`src/rtl/core/hafs_pkg.sv`:
```
`default_nettype none

package hafs_pkg;

  localparam logic [31:0] START_CODE    = 32'h0000_0001;
  localparam logic [31:0] HISTORY_RESET = 32'hFFFF_FFFF;
  localparam int unsigned NAL_TYPE_BITS = 5;
  localparam int unsigned START_CODE_BYTES = 4;

  typedef enum logic [NAL_TYPE_BITS-1:0] {
    NAL_SLICE = 5'h01,
    NAL_SPS   = 5'h07
  } nal_type_e;

  typedef struct packed {
    logic [7:0] data_byte;
    logic       last_byte;
  } in_t;

  typedef struct packed {
    logic [31:0] frame_offset;
    logic [31:0] frame_length;
    logic        key_frame;
  } out_t;

endpackage

`default_nettype wire

```
`src/rtl/core/hafs_framer.sv`:
```
`default_nettype none

module hafs_framer #(
  parameter int unsigned POSITION_BITS = 32
) (
  input  wire             clk_i,
  input  wire             rst_ni,
  input  wire             accept_i,
  input  hafs_pkg::in_t   item_i,
  output logic            res_valid_o,
  output hafs_pkg::out_t  res_o
);
  import hafs_pkg::*;

  logic [31:0]              hist_q, hist_d;
  logic [POSITION_BITS-1:0] pos_q, pos_d;
  logic                     open_q, open_d;
  logic [POSITION_BITS-1:0] ostart_q, ostart_d;
  logic                     okey_q, okey_d;

  logic [NAL_TYPE_BITS-1:0] nal_type;
  logic                     hit;
  logic [POSITION_BITS-1:0] sc_pos;
  logic [POSITION_BITS-1:0] len;
  logic [POSITION_BITS+31:0] start_ext;
  logic [POSITION_BITS+31:0] len_ext;

  assign nal_type = item_i.data_byte[NAL_TYPE_BITS-1:0];
  assign hit      = (hist_q == START_CODE) &&
                    ((nal_type == NAL_SPS) || (nal_type == NAL_SLICE));
  // start code sits four bytes before the header byte
  assign sc_pos   = pos_q - POSITION_BITS'(START_CODE_BYTES);
  assign len      = sc_pos - ostart_q;

  // zero-extend or truncate positions to the 32-bit result fields
  assign start_ext = {32'b0, ostart_q};
  assign len_ext   = {32'b0, len};

  assign res_valid_o         = accept_i && hit && open_q;
  assign res_o.frame_offset  = start_ext[31:0];
  assign res_o.frame_length  = len_ext[31:0];
  assign res_o.key_frame     = okey_q;

  always_comb begin
    hist_d   = hist_q;
    pos_d    = pos_q;
    open_d   = open_q;
    ostart_d = ostart_q;
    okey_d   = okey_q;
    if (accept_i) begin
      if (item_i.last_byte) begin
        // drop the open frame and restart the stream
        hist_d   = HISTORY_RESET;
        pos_d    = '0;
        open_d   = 1'b0;
        ostart_d = '0;
        okey_d   = 1'b0;
      end else begin
        hist_d = {hist_q[23:0], item_i.data_byte};
        pos_d  = pos_q + POSITION_BITS'(1);
        if (hit) begin
          open_d   = 1'b1;
          ostart_d = sc_pos;
          okey_d   = (nal_type == NAL_SPS);
        end
      end
    end
  end

  always_ff @(posedge clk_i or negedge rst_ni) begin
    if (!rst_ni) begin
      hist_q   <= HISTORY_RESET;
      pos_q    <= '0;
      open_q   <= 1'b0;
      ostart_q <= '0;
      okey_q   <= 1'b0;
    end else begin
      hist_q   <= hist_d;
      pos_q    <= pos_d;
      open_q   <= open_d;
      ostart_q <= ostart_d;
      okey_q   <= okey_d;
    end
  end

endmodule

`default_nettype wire

```
`src/rtl/core/hafs_out_buf.sv`:
```
`default_nettype none

module hafs_out_buf (
  input  wire             clk_i,
  input  wire             rst_ni,
  input  wire             res_valid_i,
  input  hafs_pkg::out_t  res_i,
  output logic            full_o,
  output logic            out_valid_o,
  input  wire             out_stall_i,
  output hafs_pkg::out_t  out_data_o
);
  import hafs_pkg::*;

  logic out_valid_q, out_valid_d;
  out_t out_q, out_d;
  logic skid_valid_q, skid_valid_d;
  out_t skid_q, skid_d;
  logic free;

  // output register can take a new request this cycle
  assign free = !out_valid_q || !out_stall_i;

  always_comb begin
    out_valid_d  = out_valid_q;
    out_d        = out_q;
    skid_valid_d = skid_valid_q;
    skid_d       = skid_q;
    if (free) begin
      if (skid_valid_q) begin
        out_valid_d  = 1'b1;
        out_d        = skid_q;
        skid_valid_d = 1'b0;
      end else begin
        out_valid_d = res_valid_i;
        out_d       = res_i;
      end
    end else if (res_valid_i) begin
      // hold the new request behind the stalled one
      skid_valid_d = 1'b1;
      skid_d       = res_i;
    end
  end

  always_ff @(posedge clk_i or negedge rst_ni) begin
    if (!rst_ni) begin
      out_valid_q  <= 1'b0;
      skid_valid_q <= 1'b0;
    end else begin
      out_valid_q  <= out_valid_d;
      skid_valid_q <= skid_valid_d;
    end
  end

  always_ff @(posedge clk_i) begin
    out_q  <= out_d;
    skid_q <= skid_d;
  end

  assign full_o      = skid_valid_q;
  assign out_valid_o = out_valid_q;
  assign out_data_o  = out_q;

endmodule

`default_nettype wire

```
`src/rtl/core/h264_annexb_frame_splitter_top.sv`:
```
// H.264 Annex B frame splitter.
// Input channel: one stream byte per request (data_byte, last_byte) on
// in_valid_i / in_stall_o. Output channel: one closed frame per request
// (frame_offset, frame_length, key_frame) on out_valid_o / out_stall_i.
// A frame opens at a 00 00 00 01 start code whose NAL header type is SPS
// or non-IDR slice, and is reported when the next such start code arrives.
// Throughput: one byte per cycle while in_stall_o is low; the scan of the
// four-byte history against the header byte is combinational.
// Output: the result for the header byte that closes the frame is registered
// in the output register, or in the skid entry while that register is stalled.
// A two-entry output buffer lets bytes keep flowing while a result waits;
// in_stall_o rises only when both entries are held by a stalled receiver.
// A byte with last_byte set is scanned first, then the open frame is
// dropped and position and history return to their reset state.
// Reset: asynchronous, active low; clears the history to all ones, the
// byte position to zero and empties the output buffer.
`default_nettype none

module h264_annexb_frame_splitter_top #(
  parameter int unsigned POSITION_BITS = 32
) (
  input  wire             clk_i,
  input  wire             rst_ni,
  input  wire             in_valid_i,
  output logic            in_stall_o,
  input  hafs_pkg::in_t   in_data_i,
  output logic            out_valid_o,
  input  wire             out_stall_i,
  output hafs_pkg::out_t  out_data_o
);
  import hafs_pkg::*;

  logic accept;
  logic res_valid;
  out_t res;
  logic buf_full;

  assign in_stall_o = buf_full;
  assign accept     = in_valid_i && !buf_full;

  hafs_framer #(
    .POSITION_BITS(POSITION_BITS)
  ) u_framer (
    .clk_i      (clk_i),
    .rst_ni     (rst_ni),
    .accept_i   (accept),
    .item_i     (in_data_i),
    .res_valid_o(res_valid),
    .res_o      (res)
  );

  hafs_out_buf u_out_buf (
    .clk_i      (clk_i),
    .rst_ni     (rst_ni),
    .res_valid_i(res_valid),
    .res_i      (res),
    .full_o     (buf_full),
    .out_valid_o(out_valid_o),
    .out_stall_i(out_stall_i),
    .out_data_o (out_data_o)
  );

endmodule

`default_nettype wire

```
`config.mk`:
```
export PLATFORM = sky130hd
export DESIGN_NAME = h264_annexb_frame_splitter_top
export DESIGN_NICKNAME = d
export VERILOG_FILES = /design/src/rtl/core/hafs_pkg.sv /design/src/rtl/core/hafs_framer.sv /design/src/rtl/core/hafs_out_buf.sv /design/src/rtl/core/h264_annexb_frame_splitter_top.sv
export SDC_FILE = /design/constraint.sdc
export NUM_CORES = 1
export LEC_CHECK = 0
export BUFFER_PORTS_ARGS = -buffer_cell sky130_fd_sc_hd__buf_2
export CORE_ASPECT_RATIO = 0.7
export CORE_MARGIN = 4
export CORE_UTILIZATION = 40
export CTS_CLUSTER_SIZE = 20
export DETAILED_ROUTE_END_ITERATION = 8
export MAX_ROUTING_LAYER = met4
export PLACE_DENSITY = 0.53
export SLEW_MARGIN = 10
export SYNTH_ARGS = -nofsm -noshare
export SYNTH_HDL_FRONTEND = slang
export SYNTH_SLANG_ARGS = --single-unit
```
`constraint.sdc`:
```
create_clock -name clk_i -period 13.7 [get_ports clk_i]
set_input_delay 2.055 -clock clk_i [delete_from_list [all_inputs] [get_ports clk_i]]
set_output_delay 2.055 -clock clk_i [all_outputs]
set_load 0.01 [all_outputs]
```
Word-level counts from Yosys, hierarchy flattened

Index checks and enable logic that the tools add are counted.

$add $sub $neg: 3
Eq/ne operators: 3
Muxes and demuxes: 12
Bitwise operators: 1
Reductions and logical operators: 13

Operators with widths:

| operator                                             | count |
|---|---|
| 2-to-1 mux 32 bit                                    | 4 |
| 2-to-1 mux 65 bit                                    | 1 |
| adder 32 x 1 -> 32 bit, second input constant        | 1 |
| equality test 32 x 1 -> 1 bit, second input constant | 1 |
| subtractor 32 x 3 -> 32 bit, second input constant   | 1 |
| subtractor 32 bit                                    | 1 |
| 2-to-1 mux 1 bit                                     | 7 |
| equality test 5 x 1 -> 1 bit, second input constant  | 1 |
| equality test 5 x 3 -> 1 bit, second input constant  | 1 |
| logical AND 1 bit                                    | 4 |
| AND reduction 2 bit                                  | 2 |
| nonzero test 2 bit                                   | 2 |
| zero test 1 bit                                      | 3 |
| logical OR 1 bit                                     | 2 |
| NOT 1 bit                                            | 1 |

Register bits after elaboration: 230
Input bits: 13
Logic and storage cells: 45

Longest topological paths before layout

Gate-level depths: netlist of run 1.

Depth after elaboration: 7
Mapped depth: 17
Depth with buffers taken out: 16

Modules after synthesis

A second synthesis of run 1 with hierarchy kept.

Cells, all modules: 979
Area, all modules: 11431.0 sq um

By module, submodules not included:

| module                         | instances | cells each | area each (sq um) | seq. area each (sq um) |
|---|---|---|---|---|
| hafs_framer                    | 1         | 770        | 6541.3            | 2492.4 |
| hafs_out_buf                   | 1         | 208        | 4875.9            | 3953.8 |
| h264_annexb_frame_splitter_top | 1         | 1          | 13.8              | 0.0 |

Worst setup path after synthesis of run 1

OpenSTA, ideal clock, no wires.

Path kind: input to register
Start: in out_stall_i
End: reg u_out_buf.skid_q[0] in the netlist's numbering, enable pin
Library setup time: 0.488 ns
Arrival: 6.457 ns
Data required time: 13.212 ns
Setup slack: 6.755 ns
Cell stages on the path: 2
Buffers on the path: 0
Cells stage by stage: nand2_1 > nor2_1

Word-level cells in the longest chain between the ends: 4

RTL lines:

| element                       | line                                 | text |
|---|---|---|
| start: declaration            | h264_annexb_frame_splitter_top.sv:28 | `input wire out_stall_i,` |
| zero test 1 bit               | hafs_out_buf.sv:22                   | `assign free = !out_valid_q \|\| !out_stall_i;` |
| logical OR 1 bit              | hafs_out_buf.sv:22                   |  |
| NOT 1 bit (no line)           | -                                    |  |
| AND reduction 2 bit (no line) | -                                    |  |
| end signal: assignment        | hafs_out_buf.sv:57                   | `skid_q <= skid_d;` |
| end: declaration              | hafs_out_buf.sv:18                   | `out_t skid_q, skid_d;` |

Every way passes these cells.
A chain may end at the register's enable or synchronous reset.

==> flow_summary.json, run 1 <==
{
  "clk_latency_ns": 0.52,
  "place_congestion": 0.870,
  "crit_path_frequent_cell": "nand2_1",
  "numCtsBuffers": 24,
  "fp.dieW_um": 208,
  "setup_tns_ns": 0,
  "placed_cell_area_mm2": 0.0120,
  "via_per_inst": 5.22,
  "remaining_drc_errors": 0,
  "drive_gt1_share_pct": 17.9,
  "portBuffers": 79,
  "path_class": "flop to flop",
  "arrival_ns": 5.33,
  "syn_area_per_cell_um2": 10.8,
  "synth-edff-count": 130,
  "wl_met1_um": 13500,
  "path_cells": "nor3_1 -> nand2_1 -> o41ai_1 -> nand2_1 -> ha_1 -> and4_1 -> nand2_1 -> a2111oi_0 -> o211ai_1 -> a211oi_1 -> a31oi_1 -> xnor2_1 -> mux2_2",
  "max-cap-violations": 0,
  "cp_max_fo": 7,
  "die_h_um": 148,
  "die-area_mm2": 0.0309,
  "vias": 7762,
  "ys_ff_latch": 230,
  "relSlewSlack_pct": 24.5,
  "max_freq_ghz": 0.197,
  "setup_viol": 0,
  "cp-end-kind": "flop",
  "num_rows": 51,
  "hold_buffers": 0,
  "clkTransAtPathRegs_ns": 0.06,
  "grt_pass1_wl_um": 40900,
  "cp-start-kind": "flop",
  "synth_top_area_share_pct": 34.8,
  "netlist_area_mm2": 0.0112,
  "synth_cell_type_count": 58,
  "grt_pass1_vias": 7304,
  "final_nets": 1147,
  "cts.path.max_buffers": 3,
  "ios": 80,
  "fin_crit_sh_pct": 37.0,
  "wl_met3_um": 1260,
  "final.min_clock_period_ns": 5.07,
  "post_cts_resized": 0,
  "drt-wirelength-per-cell_um": 16.9,
  "cp_slowest_cell": "a2111oi_0",
  "critical-path-top-delay-family": "compound AO/OA/AOI/OAI gates",
  "core_area_mm2": 0.0278,
  "critPathBufInv": 0,
  "initial_core_util_pct": 40.5,
  "overflow": 0,
  "met2_length_um": 9800,
  "syn2layout_area_growth_pct": 13.1,
  "ys_async_sr_fraction_pct": 43.5,
  "final_cell_area_mm2": 0.0127,
  "grt_util_all_layers_pct": 16.5,
  "synth_fp_nets": 1092,
  "antenna_found_initial": 0,
  "synthFlopType": "edfxtp_1",
  "seqCellArea_mm2": 0.00645,
  "syn_inst": 1044,
  "synth.yosys.seq_area_share_pct": 57.4,
  "ys_warn_count": 0,
  "synth_area_leaders": "edfxtp_1 (35%), dfrtp_1 (15%), dfstp_2 (7.5%)",
  "grt_max_degree": 68,
  "dp_hpwl_um": 17200,
  "cts_tree": "built",
  "hp-class": "flop to flop",
  "wl_um": 25100,
  "synth_common_cells": "nand2_1 (191), edfxtp_1 (130), o21ai_0 (97)",
  "yosysTopAreaCell": "edfxtp_1",
  "multi_input_area_mm2": 0.00440,
  "h-tree-depth": 1,
  "leakage_nw": 5.05,
  "rsz0062_at_grt": "no",
  "slowest_delay_ns": 0.89,
  "tightest_slew_ns": 1.13,
  "detail_route.iter0.violations": 434,
  "drtAntennaViolNets": 0,
  "root_buffer": "clkbuf_16",
  "status": "complete, no violations",
  "fin_worst_skew_ns": 0.0111,
  "topRoutingLayerUsed": "met4",
  "nFillCells": 2630,
  "dr.pass1.iters": 5,
  "crit_required_ns": 13.96,
  "p_per_area_mw_per_mm2": 125,
  "diodes": 0,
  "cts_sinks": 230,
  "vdd_drop_max_mv": 0.0705,
  "final_hold_viol_count": 0,
  "drv_slew": 0,
  "cts_setup_buffers": 0,
  "yosysMostFrequentCell": "nand2_1"
}
[logic make-up after synthesis]
group	Yosys count	share of synthesized area [%]
xor+xnor	77	6.07
flops	230	57.4
buf+inv	108	3.71
fa+ha+maj	35	3.97
mux	23	2.29
compound gates	219	12.3
simple gates	352	14.3
[cell type report]
cell class              count  share of cell area, %
inverters                  48                   1.42
clock inverters             9                  0.414
repair buffers             89                   3.72
multi-input cells         706                   34.6
clock buffers              34                   5.41
well taps                 371                   3.65
flip-flops and latches    230                   50.8
[through the flow]
| step | setup slack [ns] | power (W) | hold slack (ns) | utilization, % | cells |
|---|---|---|---|---|---|
| after floorplan | 6.75 | 0.000920 | 0.425 | - | 1044 |
| after global placement | 8.63 | 0.000980 | 0.429 | 43.1 | 1444 |
| after detailed placement | 8.60 | 0.000982 | 0.434 | 43.1 | 1444 |
| after CTS | 8.74 | 0.00161 | 0.453 | 45.8 | 1487 |
| after global routing | 8.38 | 0.00166 | 0.464 | 45.8 | 1487 |
| final | 8.63 | 0.00159 | 0.453 | 45.8 | 1487 |
[where the power goes]
part | switching [W] | total (W) | internal (W)
Sequential | 0.0000125 | 0.000787 | 0.000774
Clock | 0.000269 | 0.000618 | 0.000349
Combinational | 0.000112 | 0.000181 | 0.0000693
[sequential cells by signal, indices dropped and copies added, names as in the netlist]
signal,count
u_framer.ostart_q,32
u_framer.open_q,1
u_out_buf.skid_q,65
u_framer.pos_q,32
u_out_buf.out_valid_o,1
u_out_buf.full_o,1
u_framer.okey_q,1
u_framer.hist_q,32
u_out_buf.out_data_o,65
[metal layers]
metal,global-route usage (%),up-vias
met4,3.35,0
met5,-,-
met2,21.7,191
li1,-,3827
met1,26.4,3705
met3,2.97,39
[worst reg2reg max path: cells and delay by family (launching register included)]
kind	cells	cell delay, ns
compound gates	5	2.32
simple gates	5	1.16
fa+ha+maj	1	0.43
xor+xnor	1	0.18
flops	1	0.45
mux	1	0.27
[cells in the final DEF, fill, tap and decap left out, types with 14 or more instances in the layout]
master	count
a21oi_1	40
a32o_1	25
buf_2	78
clkbuf_16	25
dfrtp_1	67
dfstp_2	32
edfxtp_1	130
ha_1	34
inv_1	47
mux2_2	22
nand2_1	190
nand4_1	17
nor2_1	60
nor3_1	14
o21ai_0	97
xnor2_1	34
xor2_1	42
[final timing paths]
kind / startpoint / endpoint / slack, ns / depth (start not counted)
max in group asynchronous: rst_ni / u_framer.ostart_q[17] / 11.00 / 2
worst min-delay path: u_framer.ostart_q[16] / u_out_buf.skid_q[49] / 0.45 / 0
worst min register to register: u_framer.ostart_q[16] / u_out_buf.skid_q[49] / 0.45 / 0
worst max register to register: u_framer.pos_q[4] / u_out_buf.out_data_o[29] / 8.63 / 13
worst max-delay path: u_framer.pos_q[4] / u_out_buf.out_data_o[29] / 8.63 / 13
min in group asynchronous: rst_ni / u_out_buf.full_o / 1.52 / 1
Note: power is estimated with default switching activity, not from simulation.
==> run 2: changes to the inputs <==
Settings changed: ABC_AREA from default to 1.
Clock period 13.7 ns to 5 ns, I/O delays scaled along.
==> run 2 against run 1 <==
  * Worst setup slack worse by 7.4 ns
  * Clock skew up 0.00070 ns
  * First-iteration DRC count increased by 90%
  * Total power increased to 3.0 times the previous value
  * Global-route usage increased by 3.8 points
  * Clock power increased to 2.9 times the previous value
  * Combinational power grew to 4.0 times the previous value
  * Sequential share of layout area is 4.3 points lower
  * Critical path type unchanged
  * Highest routed layer unchanged
==> flow_summary.json, run 2 <==
{
  "drtAntennaViolNets": 0,
  "max_freq_ghz": 0.262,
  "leakage_nw": 6.21,
  "synth_top_family_by_area": "simple AND/OR/NAND/NOR gates",
  "hold_buffers": 0,
  "nFillCells": 2968,
  "vdd_drop_max_mv": 0.177,
  "cp-end-kind": "flop",
  "synth_mux_area_share_pct": 0,
  "remaining_drc_errors": 0,
  "diodes": 0,
  "layout_commonest_cell": "nand2_1",
  "max-cap-violations": 0,
  "cp_max_fo": 6,
  "h-tree-depth": 1,
  "final_cells": 1913,
  "r2r_start": "u_framer.pos_q[2]",
  "relSlewSlack_pct": 29.8,
  "grt_util_all_layers_pct": 20.4,
  "swShare_pct": 26.9,
  "clk_latency_ns": 0.54,
  "cts_setup_buffers": 0,
  "synth_common_cells": "nand2_1 (363), inv_1 (194), edfxtp_1 (130), nor2_1 (130), o21ai_0 (73)",
  "grt_pass1_vias": 9024,
  "yosysTopAreaCell": "edfxtp_1",
  "syn2layout_area_growth_pct": 13.1,
  "synth_top_area_share_pct": 31.8,
  "path_class": "flop to flop",
  "drv_slew": 0,
  "synth_area_leaders": "edfxtp_1 (32%), dfrtp_1 (14%), nand2_1 (11%)",
  "cts_sinks": 230,
  "final.min_clock_period_ns": 3.82,
  "comb_power_share_pct": 15.3,
  "status": "complete, no violations",
  "cts_tree": "built",
  "numCtsBuffers": 24,
  "num_rows": 53,
  "detail_route.iter0.violations": 823,
  "initial_core_util_pct": 40.7,
  "synth_xor_area_share_pct": 3.20,
  "final_cell_mix": "nand2_1 (362), inv_1 (194), edfxtp_1 (130)",
  "dp_hpwl_um": 24400,
  "synth.yosys.seq_area_share_pct": 52.6,
  "final_nets": 1531,
  "wl_um": 33200,
  "setup_tns_ns": 0,
  "die-area_mm2": 0.0336,
  "utilization_pct": 46.1,
  "fin_crit_sh_pct": 76.4,
  "overflow": 0,
  "die_h_um": 155,
  "reg2reg_depth": 16,
  "hp-class": "input port to async pin",
  "place_congestion": 0.940,
  "post_cts_resized": 0,
  "rsz0062_at_grt": "no",
  "synthFlopType": "edfxtp_1",
  "synthAdderAreaFrac_pct": 3.63,
  "r2r_slack_ns": 1.18,
  "worstReg2RegEnd": "u_out_buf.skid_q[30]",
  "root_buffer": "clkbuf_16",
  "p_int_w": 0.00343,
  "crit_required_ns": 5.29,
  "place_inst": 1869,
  "drt-wirelength-per-cell_um": 17.3,
  "syn_area_per_cell_um2": 8.71,
  "grt_max_degree": 104,
  "synth_cell_type_count": 50,
  "grt_pass1_wl_um": 52300,
  "via_per_inst": 5.01,
  "synth-edff-count": 130,
  "ios": 80,
  "ys_warn_count": 0,
  "syn_inst": 1408,
  "setup_viol": 0,
  "synth_fp_nets": 1456,
  "fp.dieW_um": 217,
  "netlist_area_mm2": 0.0123,
  "arrival_ns": 4.11,
  "vias": 9581,
  "dr.pass1.iters": 5,
  "p_per_area_mw_per_mm2": 338,
  "cp-start-kind": "flop",
  "p_switching_w": 0.00126,
  "clkPwrFrac_pct": 38.4,
  "fin_worst_skew_ns": 0.0118,
  "tightest_slew_ns": 1.05,
  "drive_gt1_share_pct": 13.7,
  "final_hold_viol_count": 0,
  "synth_compound_area_share_pct": 8.78,
  "core_area_mm2": 0.0301,
  "ys_async_sr_fraction_pct": 43.5,
  "finalPower_w": 0.00469,
  "antenna_found_initial": 0,
  "clkTransAtPathRegs_ns": 0.06,
  "portBuffers": 79,
  "cts.path.max_buffers": 3,
  "yosysMostFrequentCell": "nand2_1",
  "seq_power_share_pct": 46.3,
  "synth-simple-area-share_pct": 23.9,
  "ys_ff_latch": 230
}
## run 2: area by class of cell
class / instances / area, µm² / share of cell area, %
Tap cell: 412 / 515 / 3.72
Clock inverter: 10 / 104 / 0.749
Multi-Input combinational cell: 932 / 4870 / 35.1
Inverter: 203 / 762 / 5.49
Timing Repair Buffer: 92 / 495 / 3.57
Sequential cell: 230 / 6450 / 46.5
Clock buffer: 34 / 671 / 4.84
## run 2: critical path, stage by stage (launching register included)
cell,delay [ns]
dfrtp_1,0.46
inv_2,0.15
ha_1,0.24
nand2_1,0.15
nand3b_1,0.34
nor2_1,0.19
xor2_1,0.24
inv_1,0.07
ha_1,0.41
nand2_1,0.17
nor2_1,0.35
nand2_1,0.20
nor3_1,0.17
nand2_1,0.14
nand2_1,0.10
nand2_1,0.06
and2_1,0.14
## run 2: worst max-delay path by stage
stage | from | to | slack, ns
2_1_floorplan | out_stall_i | u_out_buf.skid_q[0] | 0.34
3_3_place_gp | u_framer.pos_q[2] | u_out_buf.skid_q[30] | 1.22
3_5_place_dp | u_framer.pos_q[2] | u_out_buf.out_data_o[30] | 1.24
4_1_cts | u_framer.pos_q[2] | u_out_buf.out_data_o[30] | 1.21
5_1_grt | u_framer.pos_q[2] | u_out_buf.out_data_o[30] | 0.92
6_report | u_framer.pos_q[2] | u_out_buf.skid_q[30] | 1.18
## run 2: per-layer routing
metal | up-vias | track usage (%) | part of all wire [%]
li1 | 4769 | - | -
met1 | 4533 | 33.2 | 54
met2 | 244 | 26.6 | 39
met3 | 35 | 3.10 | 5.8
met4 | 0 | 3.54 | 1.8
met5 | - | - | 0
## run 2: power groups by stage
stage,logic (W),clock network [W],registers [W]
finish,0.000720,0.00180,0.00217
global route,0.000812,0.00192,0.00218
CTS,0.000725,0.00185,0.00217
detailed placement,0.000721,0,0.00221
global placement,0.000721,0,0.00221
floorplan,0.000418,0,0.00224
## run 2: per-stage QoR
step	cell area (µm²)	hold slack [ns]	setup WS (ns)
floorplan	12300	0.425	0.335
global placement	13100	0.426	1.22
detailed placement	13100	0.429	1.24
CTS	13900	0.274	1.21
global route	13900	0.313	0.919
finish	13900	0.273	1.18
## run 2: logic make-up (layout without fill, tap and decap cells)
logic type / after synthesis / count (layout)
fa+ha+maj: 35 / 35
flops: 230 / 230
simple gates: 662 / 662
buf+inv: 246 / 339
xor+xnor: 44 / 44
compound gates: 191 / 191
